File: src/sv/dvcs_pkg.sv
// ----------------------------------------------------------------------------
// dvcs_pkg
// Types and constants of the sorted distinct value collector.
// ----------------------------------------------------------------------------
`default_nettype none

package dvcs_pkg;

   localparam int VALUE_W     = 16;
   localparam int KEY_W       = 16;
   localparam int KIND_W      = 8;
   localparam int SET_COUNT_W = 7;

   localparam int REQ_TDATA_W = 40;
   localparam int RSP_TDATA_W = 24;
   localparam int RSP_TUSER_W = 2;

   // rsp_tuser bit positions
   localparam int RSP_USER_EMPTY = 0;
   localparam int RSP_USER_OVF   = 1;

   localparam logic [KIND_W-1:0]  KIND_COLLECT = 8'h12;
   localparam logic [VALUE_W-1:0] NO_VALUE     = 16'hFFFF;

   // request kind carried on req_tuser
   localparam logic REQ_RECORD = 1'b0;
   localparam logic REQ_FINISH = 1'b1;

   // queue between front and back
   localparam int QDEPTH = 4;
   localparam int QPTR_W = 2;
   localparam int QCNT_W = 3;

   typedef struct packed {
      logic               finish;
      logic [VALUE_W-1:0] value;
   } queue_entry_type;

   typedef struct packed {
      logic [VALUE_W-1:0]     value;
      logic [SET_COUNT_W-1:0] count;
      logic                   last;
      logic                   empty;
      logic                   ovf;
   } rsp_beat_type;

endpackage

`default_nettype wire

File: src/sv/dvcs_fifo.sv
// ----------------------------------------------------------------------------
// dvcs_fifo
// Short queue of classified requests between the front and the back end.
// ----------------------------------------------------------------------------
`default_nettype none

module dvcs_fifo (
   input  wire                        clock,
   input  wire                        reset,
   input  wire                        push,
   input  dvcs_pkg::queue_entry_type  push_entry,
   output logic                       full,
   input  wire                        pop,
   output dvcs_pkg::queue_entry_type  head_entry,
   output logic                       not_empty
);

   dvcs_pkg::queue_entry_type entry_ff [dvcs_pkg::QDEPTH];

   logic [dvcs_pkg::QPTR_W-1:0] wr_ptr_ff, wr_ptr_in;
   logic [dvcs_pkg::QPTR_W-1:0] rd_ptr_ff, rd_ptr_in;
   logic [dvcs_pkg::QCNT_W-1:0] cnt_ff, cnt_in;
   logic                        do_push;
   logic                        do_pop;

   assign full       = (cnt_ff == dvcs_pkg::QCNT_W'(dvcs_pkg::QDEPTH));
   assign not_empty  = (cnt_ff != '0);
   assign head_entry = entry_ff[rd_ptr_ff];
   assign do_push    = push && !full;
   assign do_pop     = pop && not_empty;

   always_comb begin
      wr_ptr_in = do_push ? wr_ptr_ff + 1'b1 : wr_ptr_ff;
      rd_ptr_in = do_pop  ? rd_ptr_ff + 1'b1 : rd_ptr_ff;
      cnt_in    = cnt_ff;
      if (do_push && !do_pop) begin
         cnt_in = cnt_ff + 1'b1;
      end else if (do_pop && !do_push) begin
         cnt_in = cnt_ff - 1'b1;
      end
   end

   always_ff @(posedge clock) begin
      if (reset) begin
         wr_ptr_ff <= '0;
         rd_ptr_ff <= '0;
         cnt_ff    <= '0;
      end else begin
         wr_ptr_ff <= wr_ptr_in;
         rd_ptr_ff <= rd_ptr_in;
         cnt_ff    <= cnt_in;
      end
      if (do_push) begin
         entry_ff[wr_ptr_ff] <= push_entry;
      end
   end

endmodule

`default_nettype wire

File: src/sv/dvcs_front.sv
// ----------------------------------------------------------------------------
// dvcs_front
// Accepts request beats, holds the match key and filters records; kept
// values and finish requests go to the queue, the rest is dropped.
// ----------------------------------------------------------------------------
`default_nettype none

module dvcs_front (
   input  wire                                     clock,
   input  wire                                     reset,
   input  wire                                     csr_wr_en,
   input  wire  [dvcs_pkg::KEY_W-1:0]              csr_wr_data,
   input  wire                                     req_tvalid,
   output logic                                    req_tready,
   input  wire  [dvcs_pkg::REQ_TDATA_W-1:0]        req_tdata,
   input  wire                                     req_tuser,
   input  wire                                     q_full,
   output logic                                    q_push,
   output dvcs_pkg::queue_entry_type               q_entry
);

   logic [dvcs_pkg::KEY_W-1:0]   match_key_ff, match_key_in;
   logic [dvcs_pkg::KIND_W-1:0]  rec_kind;
   logic [dvcs_pkg::KEY_W-1:0]   rec_key;
   logic [dvcs_pkg::VALUE_W-1:0] rec_value;
   logic                         is_finish;
   logic                         keep;

   assign rec_kind  = req_tdata[7:0];
   assign rec_key   = req_tdata[23:8];
   assign rec_value = req_tdata[39:24];
   assign is_finish = (req_tuser == dvcs_pkg::REQ_FINISH);

   assign keep = (rec_kind == dvcs_pkg::KIND_COLLECT)
              && (rec_key == match_key_ff)
              && (rec_value != dvcs_pkg::NO_VALUE);

   assign req_tready     = !q_full;
   assign q_push         = req_tvalid && !q_full && (is_finish || keep);
   assign q_entry.finish = is_finish;
   assign q_entry.value  = rec_value;

   assign match_key_in = csr_wr_en ? csr_wr_data : match_key_ff;

   always_ff @(posedge clock) begin
      if (reset) begin
         match_key_ff <= '0;
      end else begin
         match_key_ff <= match_key_in;
      end
   end

endmodule

`default_nettype wire

File: src/sv/dvcs_back.sv
// ----------------------------------------------------------------------------
// dvcs_back
// Sorted set engine: binary search for the insert point, shift-up insert
// through a memory with one read and one write port, and in-order readout on finish.
// ----------------------------------------------------------------------------
`default_nettype none

module dvcs_back #(
   parameter int CAPACITY = 64
) (
   input  wire                        clock,
   input  wire                        reset,
   input  wire                        q_valid,
   input  dvcs_pkg::queue_entry_type  q_entry,
   output logic                       q_pop,
   output logic                       rsp_valid,
   input  wire                        rsp_ready,
   output dvcs_pkg::rsp_beat_type     rsp_beat
);

   localparam int AW = $clog2(CAPACITY);
   localparam int CW = $clog2(CAPACITY + 1);

   typedef enum logic [2:0] {
      S_IDLE,
      S_SRCH_RD,
      S_SRCH_CMP,
      S_DECIDE,
      S_SHIFT,
      S_PLACE,
      S_EMIT
   } state_type;

   state_type                    state_ff, state_in;
   logic [CW-1:0]                count_ff, count_in;
   logic                         ovf_ff, ovf_in;
   logic [dvcs_pkg::VALUE_W-1:0] val_ff, val_in;
   logic [CW-1:0]                lo_ff, lo_in;
   logic [CW-1:0]                hi_ff, hi_in;
   logic [AW-1:0]                mid_ff, mid_in;
   logic                         found_ff, found_in;
   logic [CW-1:0]                idx_ff, idx_in;
   logic                         out_valid_ff, out_valid_in;
   dvcs_pkg::rsp_beat_type       out_beat_ff, out_beat_in;

   logic [dvcs_pkg::VALUE_W-1:0] mem [CAPACITY];
   logic [dvcs_pkg::VALUE_W-1:0] rd_data_ff;
   logic [AW-1:0]                rd_addr;
   logic                         wr_en;
   logic [AW-1:0]                wr_addr;
   logic [dvcs_pkg::VALUE_W-1:0] wr_data;

   logic                         out_free;
   logic [CW:0]                  mid_sum;
   logic [AW-1:0]                mid_calc;
   logic [CW-1:0]                mid_ext;
   logic                         probe_lt;
   logic                         probe_eq;
   logic [CW-1:0]                lo_step;
   logic [CW-1:0]                hi_step;
   logic [CW-1:0]                count_m1;
   logic [CW-1:0]                idx_m1;
   logic [CW-1:0]                idx_m2;
   logic [CW-1:0]                idx_p1;
   logic                         set_full;
   logic [CW+6:0]                count_wide;
   logic [dvcs_pkg::SET_COUNT_W-1:0] count7;

   assign out_free   = !out_valid_ff || rsp_ready;
   assign mid_sum    = {1'b0, lo_ff} + {1'b0, hi_ff};
   assign mid_calc   = mid_sum[AW:1];
   assign mid_ext    = CW'(mid_ff);
   assign probe_lt   = (rd_data_ff < val_ff);
   assign probe_eq   = (rd_data_ff == val_ff);
   assign lo_step    = probe_lt ? mid_ext + 1'b1 : lo_ff;
   assign hi_step    = probe_lt ? hi_ff : mid_ext;
   assign count_m1   = count_ff - 1'b1;
   assign idx_m1     = idx_ff - 1'b1;
   assign idx_m2     = idx_ff - CW'(2);
   assign idx_p1     = idx_ff + 1'b1;
   assign set_full   = (count_ff == CW'(CAPACITY));
   // set_count is the held count masked to its field width
   assign count_wide = {7'd0, count_ff};
   assign count7     = count_wide[dvcs_pkg::SET_COUNT_W-1:0];

   assign rsp_valid = out_valid_ff;
   assign rsp_beat  = out_beat_ff;

   always_comb begin
      state_in     = state_ff;
      count_in     = count_ff;
      ovf_in       = ovf_ff;
      val_in       = val_ff;
      lo_in        = lo_ff;
      hi_in        = hi_ff;
      mid_in       = mid_ff;
      found_in     = found_ff;
      idx_in       = idx_ff;
      out_valid_in = out_valid_ff && !rsp_ready;
      out_beat_in  = out_beat_ff;
      q_pop        = 1'b0;
      rd_addr      = '0;
      wr_en        = 1'b0;
      wr_addr      = lo_ff[AW-1:0];
      wr_data      = val_ff;

      unique case (state_ff)
         S_IDLE: begin
            if (q_valid) begin
               if (q_entry.finish) begin
                  if (count_ff == '0) begin
                     if (out_free) begin
                        q_pop              = 1'b1;
                        out_valid_in       = 1'b1;
                        out_beat_in.value  = '0;
                        out_beat_in.count  = '0;
                        out_beat_in.last   = 1'b1;
                        out_beat_in.empty  = 1'b1;
                        out_beat_in.ovf    = ovf_ff;
                        ovf_in             = 1'b0;
                     end
                  end else begin
                     q_pop    = 1'b1;
                     idx_in   = '0;
                     rd_addr  = '0;
                     state_in = S_EMIT;
                  end
               end else begin
                  q_pop    = 1'b1;
                  val_in   = q_entry.value;
                  lo_in    = '0;
                  hi_in    = count_ff;
                  found_in = 1'b0;
                  state_in = (count_ff == '0) ? S_DECIDE : S_SRCH_RD;
               end
            end
         end
         S_SRCH_RD: begin
            rd_addr  = mid_calc;
            mid_in   = mid_calc;
            state_in = S_SRCH_CMP;
         end
         S_SRCH_CMP: begin
            lo_in    = lo_step;
            hi_in    = hi_step;
            found_in = found_ff || probe_eq;
            state_in = (lo_step == hi_step) ? S_DECIDE : S_SRCH_RD;
         end
         S_DECIDE: begin
            if (found_ff) begin
               state_in = S_IDLE;
            end else if (set_full) begin
               ovf_in   = 1'b1;
               state_in = S_IDLE;
            end else if (count_ff == lo_ff) begin
               wr_en    = 1'b1;
               count_in = count_ff + 1'b1;
               state_in = S_IDLE;
            end else begin
               rd_addr  = count_m1[AW-1:0];
               idx_in   = count_ff;
               state_in = S_SHIFT;
            end
         end
         S_SHIFT: begin
            // move one entry up per cycle, reading the next one below
            wr_en   = 1'b1;
            wr_addr = idx_ff[AW-1:0];
            wr_data = rd_data_ff;
            idx_in  = idx_m1;
            if (idx_m1 == lo_ff) begin
               state_in = S_PLACE;
            end else begin
               rd_addr = idx_m2[AW-1:0];
            end
         end
         S_PLACE: begin
            wr_en    = 1'b1;
            count_in = count_ff + 1'b1;
            state_in = S_IDLE;
         end
         S_EMIT: begin
            if (out_free) begin
               out_valid_in      = 1'b1;
               out_beat_in.value = rd_data_ff;
               out_beat_in.count = count7;
               out_beat_in.last  = (idx_p1 == count_ff);
               out_beat_in.empty = 1'b0;
               out_beat_in.ovf   = ovf_ff;
               if (idx_p1 == count_ff) begin
                  count_in = '0;
                  ovf_in   = 1'b0;
                  state_in = S_IDLE;
               end else begin
                  idx_in  = idx_p1;
                  rd_addr = idx_p1[AW-1:0];
               end
            end else begin
               rd_addr = idx_ff[AW-1:0];
            end
         end
         default: begin
            state_in = S_IDLE;
         end
      endcase
   end

   always_ff @(posedge clock) begin
      if (reset) begin
         state_ff     <= S_IDLE;
         count_ff     <= '0;
         ovf_ff       <= 1'b0;
         out_valid_ff <= 1'b0;
      end else begin
         state_ff     <= state_in;
         count_ff     <= count_in;
         ovf_ff       <= ovf_in;
         out_valid_ff <= out_valid_in;
      end
      val_ff      <= val_in;
      lo_ff       <= lo_in;
      hi_ff       <= hi_in;
      mid_ff      <= mid_in;
      found_ff    <= found_in;
      idx_ff      <= idx_in;
      out_beat_ff <= out_beat_in;
   end

   always_ff @(posedge clock) begin
      rd_data_ff <= mem[rd_addr];
      if (wr_en) begin
         mem[wr_addr] <= wr_data;
      end
   end

endmodule

`default_nettype wire

File: src/sv/distinct_value_collect_sort.sv
// ----------------------------------------------------------------------------
// distinct_value_collect_sort
// Collects distinct matching record values into a sorted set and streams
// the set out in ascending order on a finish request.
// ----------------------------------------------------------------------------
//  channel  dir  beat contents
//  req_     in   tdata: rec_kind, rec_key, rec_value; tuser: req_type
//  rsp_     out  tdata: out_value, set_count; tlast: last_value;
//                tuser: set_empty, overflowed
//  csr_     in   match_key write, no read-back
//
//  A dropped record never enters the queue. A kept record is placed by a
//  binary search in the set engine; when it lands below the top of the set,
//  the values above it are shifted up one at a time through the value
//  memory, which has one read and one write port. A finish with n values
//  gives one beat per cycle while rsp_tready is high.
//  A four-beat queue decouples intake from the set engine, so req_ stalls
//  only when it is full. Reset is synchronous; the memory needs no clearing.
// ----------------------------------------------------------------------------
`default_nettype none

module distinct_value_collect_sort #(
   parameter int CAPACITY = 64
) (
   input  wire                                  clock,
   input  wire                                  reset,
   input  wire                                  csr_wr_en,
   input  wire  [dvcs_pkg::KEY_W-1:0]           csr_wr_data,
   input  wire                                  req_tvalid,
   output logic                                 req_tready,
   // [7:0] rec_kind, [23:8] rec_key, [39:24] rec_value
   input  wire  [dvcs_pkg::REQ_TDATA_W-1:0]     req_tdata,
   // [0] req_type
   input  wire                                  req_tuser,
   output logic                                 rsp_tvalid,
   input  wire                                  rsp_tready,
   // [15:0] out_value, [22:16] set_count, [23] zero
   output logic [dvcs_pkg::RSP_TDATA_W-1:0]     rsp_tdata,
   output logic                                 rsp_tlast,
   // [0] set_empty, [1] overflowed
   output logic [dvcs_pkg::RSP_TUSER_W-1:0]     rsp_tuser
);

   logic                      q_push;
   logic                      q_full;
   logic                      q_pop;
   logic                      q_not_empty;
   dvcs_pkg::queue_entry_type q_in_entry;
   dvcs_pkg::queue_entry_type q_head;
   dvcs_pkg::rsp_beat_type    beat;

   dvcs_front u_front (
      .clock       (clock),
      .reset       (reset),
      .csr_wr_en   (csr_wr_en),
      .csr_wr_data (csr_wr_data),
      .req_tvalid  (req_tvalid),
      .req_tready  (req_tready),
      .req_tdata   (req_tdata),
      .req_tuser   (req_tuser),
      .q_full      (q_full),
      .q_push      (q_push),
      .q_entry     (q_in_entry)
   );

   dvcs_fifo u_fifo (
      .clock      (clock),
      .reset      (reset),
      .push       (q_push),
      .push_entry (q_in_entry),
      .full       (q_full),
      .pop        (q_pop),
      .head_entry (q_head),
      .not_empty  (q_not_empty)
   );

   dvcs_back #(
      .CAPACITY (CAPACITY)
   ) u_back (
      .clock     (clock),
      .reset     (reset),
      .q_valid   (q_not_empty),
      .q_entry   (q_head),
      .q_pop     (q_pop),
      .rsp_valid (rsp_tvalid),
      .rsp_ready (rsp_tready),
      .rsp_beat  (beat)
   );

   assign rsp_tdata = {1'b0, beat.count, beat.value};
   assign rsp_tlast = beat.last;
   assign rsp_tuser = {beat.ovf, beat.empty};

endmodule

`default_nettype wire

File: config.mk
export PLATFORM = sky130hd
export DESIGN_NAME = distinct_value_collect_sort
export DESIGN_NICKNAME = d
export VERILOG_FILES = /design/src/sv/dvcs_pkg.sv /design/src/sv/dvcs_fifo.sv /design/src/sv/dvcs_front.sv /design/src/sv/dvcs_back.sv /design/src/sv/distinct_value_collect_sort.sv
export SDC_FILE = /design/constraint.sdc
export NUM_CORES = 2
export LEC_CHECK = 0
export BUFFER_PORTS_ARGS = -buffer_cell sky130_fd_sc_hd__buf_2
export CAP_MARGIN = 20
export CORE_ASPECT_RATIO = 1.25
export CORE_MARGIN = 2
export CORE_UTILIZATION = 23
export CTS_BUF_LIST = sky130_fd_sc_hd__clkbuf_4 sky130_fd_sc_hd__clkbuf_8 sky130_fd_sc_hd__clkbuf_16
export DETAILED_ROUTE_END_ITERATION = 8
export PLACE_DENSITY = 0.37
export SYNTH_ARGS = -nofsm -noshare
export SYNTH_HDL_FRONTEND = slang
export SYNTH_HIERARCHICAL = 1
export SYNTH_SLANG_ARGS = --single-unit
export TNS_END_PERCENT = 30
File: constraint.sdc
create_clock -name clock -period 6 [get_ports clock]
set_input_delay 1.2 -clock clock [delete_from_list [all_inputs] [get_ports clock]]
set_output_delay 1.2 -clock clock [all_outputs]
set_load 0.01 [all_outputs]
==> flow_summary.ini <==
[final_layout]
post_layout_instance_count_excluding_filler_cells = 6973
final_core_utilization = 0.2709
areaGrowthSynthToFinish_pct = 16.98
design.final.nets = 4064
final_area_mm2 = 0.05941
fraction_of_layout_instances_using_a_drive_strength_above_1 = 0.1468

[clocking]
h_tree_depth = 4
clock_insertion_delay_worst_skew_ps = 780
numCtsBuffers = 130
cts_setup_buffers = 0
cts.hold.buffers_added = 0
cts_max_path_buffers = 3
clk_transition_reported_paths_ps = 60
clock_sinks = 1215
cts.repair.resized = 0
cts.root.buffer_cell = clkbuf_16
tritoncts = built

[setup_path]
criticalPathCategory = register to register
reg2reg_path_depth = 12
cpLargestDelayFamily = simple AND/OR/NAND/NOR gates
rr_endpoint = u_back/rd_data_ff[11]
depth_of_the_critical_timing_path_with_buffers_and_inverters_included = 12
reg2reg_setup_slack_ps = 680
end_kind = register
critical-path-max-stage-delay_ps = 830
crit_path_cell_trace = inv_1 -> ha_1 -> nor3b_2 -> and3_1 -> o2111ai_2 -> o31ai_4 -> o211ai_1 -> o21ai_4 -> and3_1 -> nand3_1 -> o22ai_1 -> nand4bb_1
crit_path_start_kind = register
crit_buf_inv = 1
worst_r2r_startpoint = u_back/idx_ff[0]
critPathRequiredTime_ps = 6710
critPathMostFrequentCell = and3_1
critical-path-slowest-cell = and3_1
worstPathMaxFanout = 11
arrival_ps = 6020

[placed_design]
gp_congestion = 0.7797
dp_hpwl_um = 111000
dpl.cell_count = 6742
placed_cell_area_mm2 = 0.05527
buffer_ports.inserted = 89
minimum_setup_slack_after_placement_ps = 759.8

[worst_hold_path]
hold_depth = 0
hold_end = u_back/rsp_beat[0]
holdCritPathClass = register to register
min_from = u_back/ovf_ff

[yosys]
post_synth_xor_area_fraction = 0.01481
yosysTopAreaCellShare = 0.6870
postSynthNetCount = 3936
synthesis.instances = 3837
synthSimpleGateAreaFrac = 0.1439
synth_flop_type = edfxtp_1
ys_seq_elements = 1215
synth_edf_count = 1162
post_synth_most_frequent_cells = edfxtp_1 (1162), nand2_1 (606), nor2_1 (323)
ys.warnings.count = 6
synth_top_family_by_area = simple AND/OR/NAND/NOR gates
synth-compound-area-share = 0.07526
synth.cell_area_mm2 = 0.05079
synth.area.mux_share = 0.01944
post_synth_main_area_contributors = edfxtp_1 (69%), nand2_1 (4.5%), nor2_1 (2.4%)
yosysMostFrequentCell = edfxtp_1
register_area_share_after_synthesis = 0.7079
synth_cell_types = 100
mean_instance_size_in_the_synthesized_netlist_um2 = 13.24
yosysTopAreaCell = edfxtp_1
yosys.area_share.adder = 0.009410
async_reset_ff_frac = 0

[power_and_ir_drop]
fin_total_pwr_mw = 28.22
power_leakage_nw = 19.46
power_density_mw_per_mm2 = 474.9
peakVddDrop_mv = 0.3115

[floorplanning]
placementRows = 192
die-width_um = 424.3
core_area_mm2 = 0.2193
effective_utilization_at_floorplan = 0.2316
fp.dieArea_mm2 = 0.2246
top_level_ports = 91
die_height_um = 529.4

[route]
drt-wirelength-per-cell_um = 25.22
finalWirelength_um = 175800
drt-vias-per-instance = 4.554
vias = 31755
drt_iter0_markers = 2582
antenna_violating_nets_post_route = 0
drt_pass1_iterations = 5
detail_route.drc_violations = 0

[global_routing]
maximum_number_of_pins_on_one_net_before_global_route_repair = 148
grt_antenna_before_repair = 9
grt-ovfl-total = 0
grt_use_total = 0.1548
grt_pass1_wl_um = 249400
grt_pass1_vias = 32033

[sta]
max_freq_mhz = 188.1
tightest_hold_margin_ps = 494.8
timing.slew.headroom = 0.2024
setup_viol = 0
timing.final.max_slew_violations = 0
timing_hold_violations_final = 0
period_share = 0.8859
worst_clock_skew_ps = 32.90
timing_worst_slew_pin_value_ps = 1191
rsz_0062_raised_after_global_routing = no
timing.final.crit_period_ps = 5315
fin_setup_tns_ps = 0
setup_slack_ps = 684.7

[status]
status = finished, final reports clean

[job]
timing.max_cap.violations = 0
## cell families after synthesis
kind of cell | Yosys count
AOI/OAI and AO/OA | 538
xor gates and xnor gates | 81
adders and majority gates | 37
buffers and inverters | 297
DFF | 1215
muxes | 77
other | 1
and+or+nand+nor | 1591
## flip-flops by register name, indices dropped and copies added (netlist names), named ones only
register              flops
u_fifo/cnt_ff             3
u_back/count7             7
u_back/rd_data_ff        16
u_back/mid_ff             6
u_front/match_key_ff     16
u_back/idx_ff             7
u_back/rsp_valid          1
u_back/ovf_ff             1
u_back/found_ff           1
u_back/hi_ff              7
u_fifo/entry_ff          68
u_back/rsp_beat          26
u_back/val_ff            16
u_back/lo_ff              7
u_back/state_ff           3
u_fifo/wr_ptr_ff          2
u_fifo/rd_ptr_ff          2
u_back/mem             1024
## power by group
part	switching, mW	internal (mW)	leakage (nW)	total [mW]
logic	6.48	2.25	6.46	8.73
clock network	3.45	4.48	2.07	7.93
registers	0.545	11.0	10.9	11.6
## metal layers
metal	routed length, um	vias up	share of wire	track usage
met3	7776	206	0.044	0.02323
met1	74430	16241	0.42	0.1938
met4	5940	4	0.034	0.05599
met2	87670	708	0.50	0.2689
li1	-	14596	-	-
met5	27	-	0.00015	0
## worst max-delay path by stage
stage,to,slack (ps),from
after floorplan,u_back/mem[0][0],1500,u_back/state_ff[2]
after detailed placement,u_back/rd_data_ff[11],760,u_back/idx_ff[1]
after global placement,u_back/rd_data_ff[3],710,u_back/idx_ff[1]
final,u_back/rd_data_ff[11],680,u_back/idx_ff[0]
after CTS,u_back/rd_data_ff[3],730,u_back/idx_ff[0]
after global routing,u_back/rd_data_ff[11],420,u_back/idx_ff[0]
## cell usage in the layout (no fill, tap or decap), types with 53 or more instances in the layout
cell type / count
nor2_1: 309
edfxtp_1: 1162
dfxtp_1: 53
a31oi_1: 56
nand2_1: 606
clkbuf_16: 135
mux2i_1: 57
buf_2: 89
nor3_1: 224
nand3_1: 183
a21oi_1: 113
buf_4: 147
## cell type report
type	count	area [um^2]
diodes	3	7.507
clock buffers	174	3696
clock inverters	53	419.2
fillers	22407	159900
inverters	41	153.9
multi-input cells	2325	13680
flip-flops and latches	1215	35950
well taps	2910	3641
repair buffers	252	1864
(Power assumes the default switching activity.)
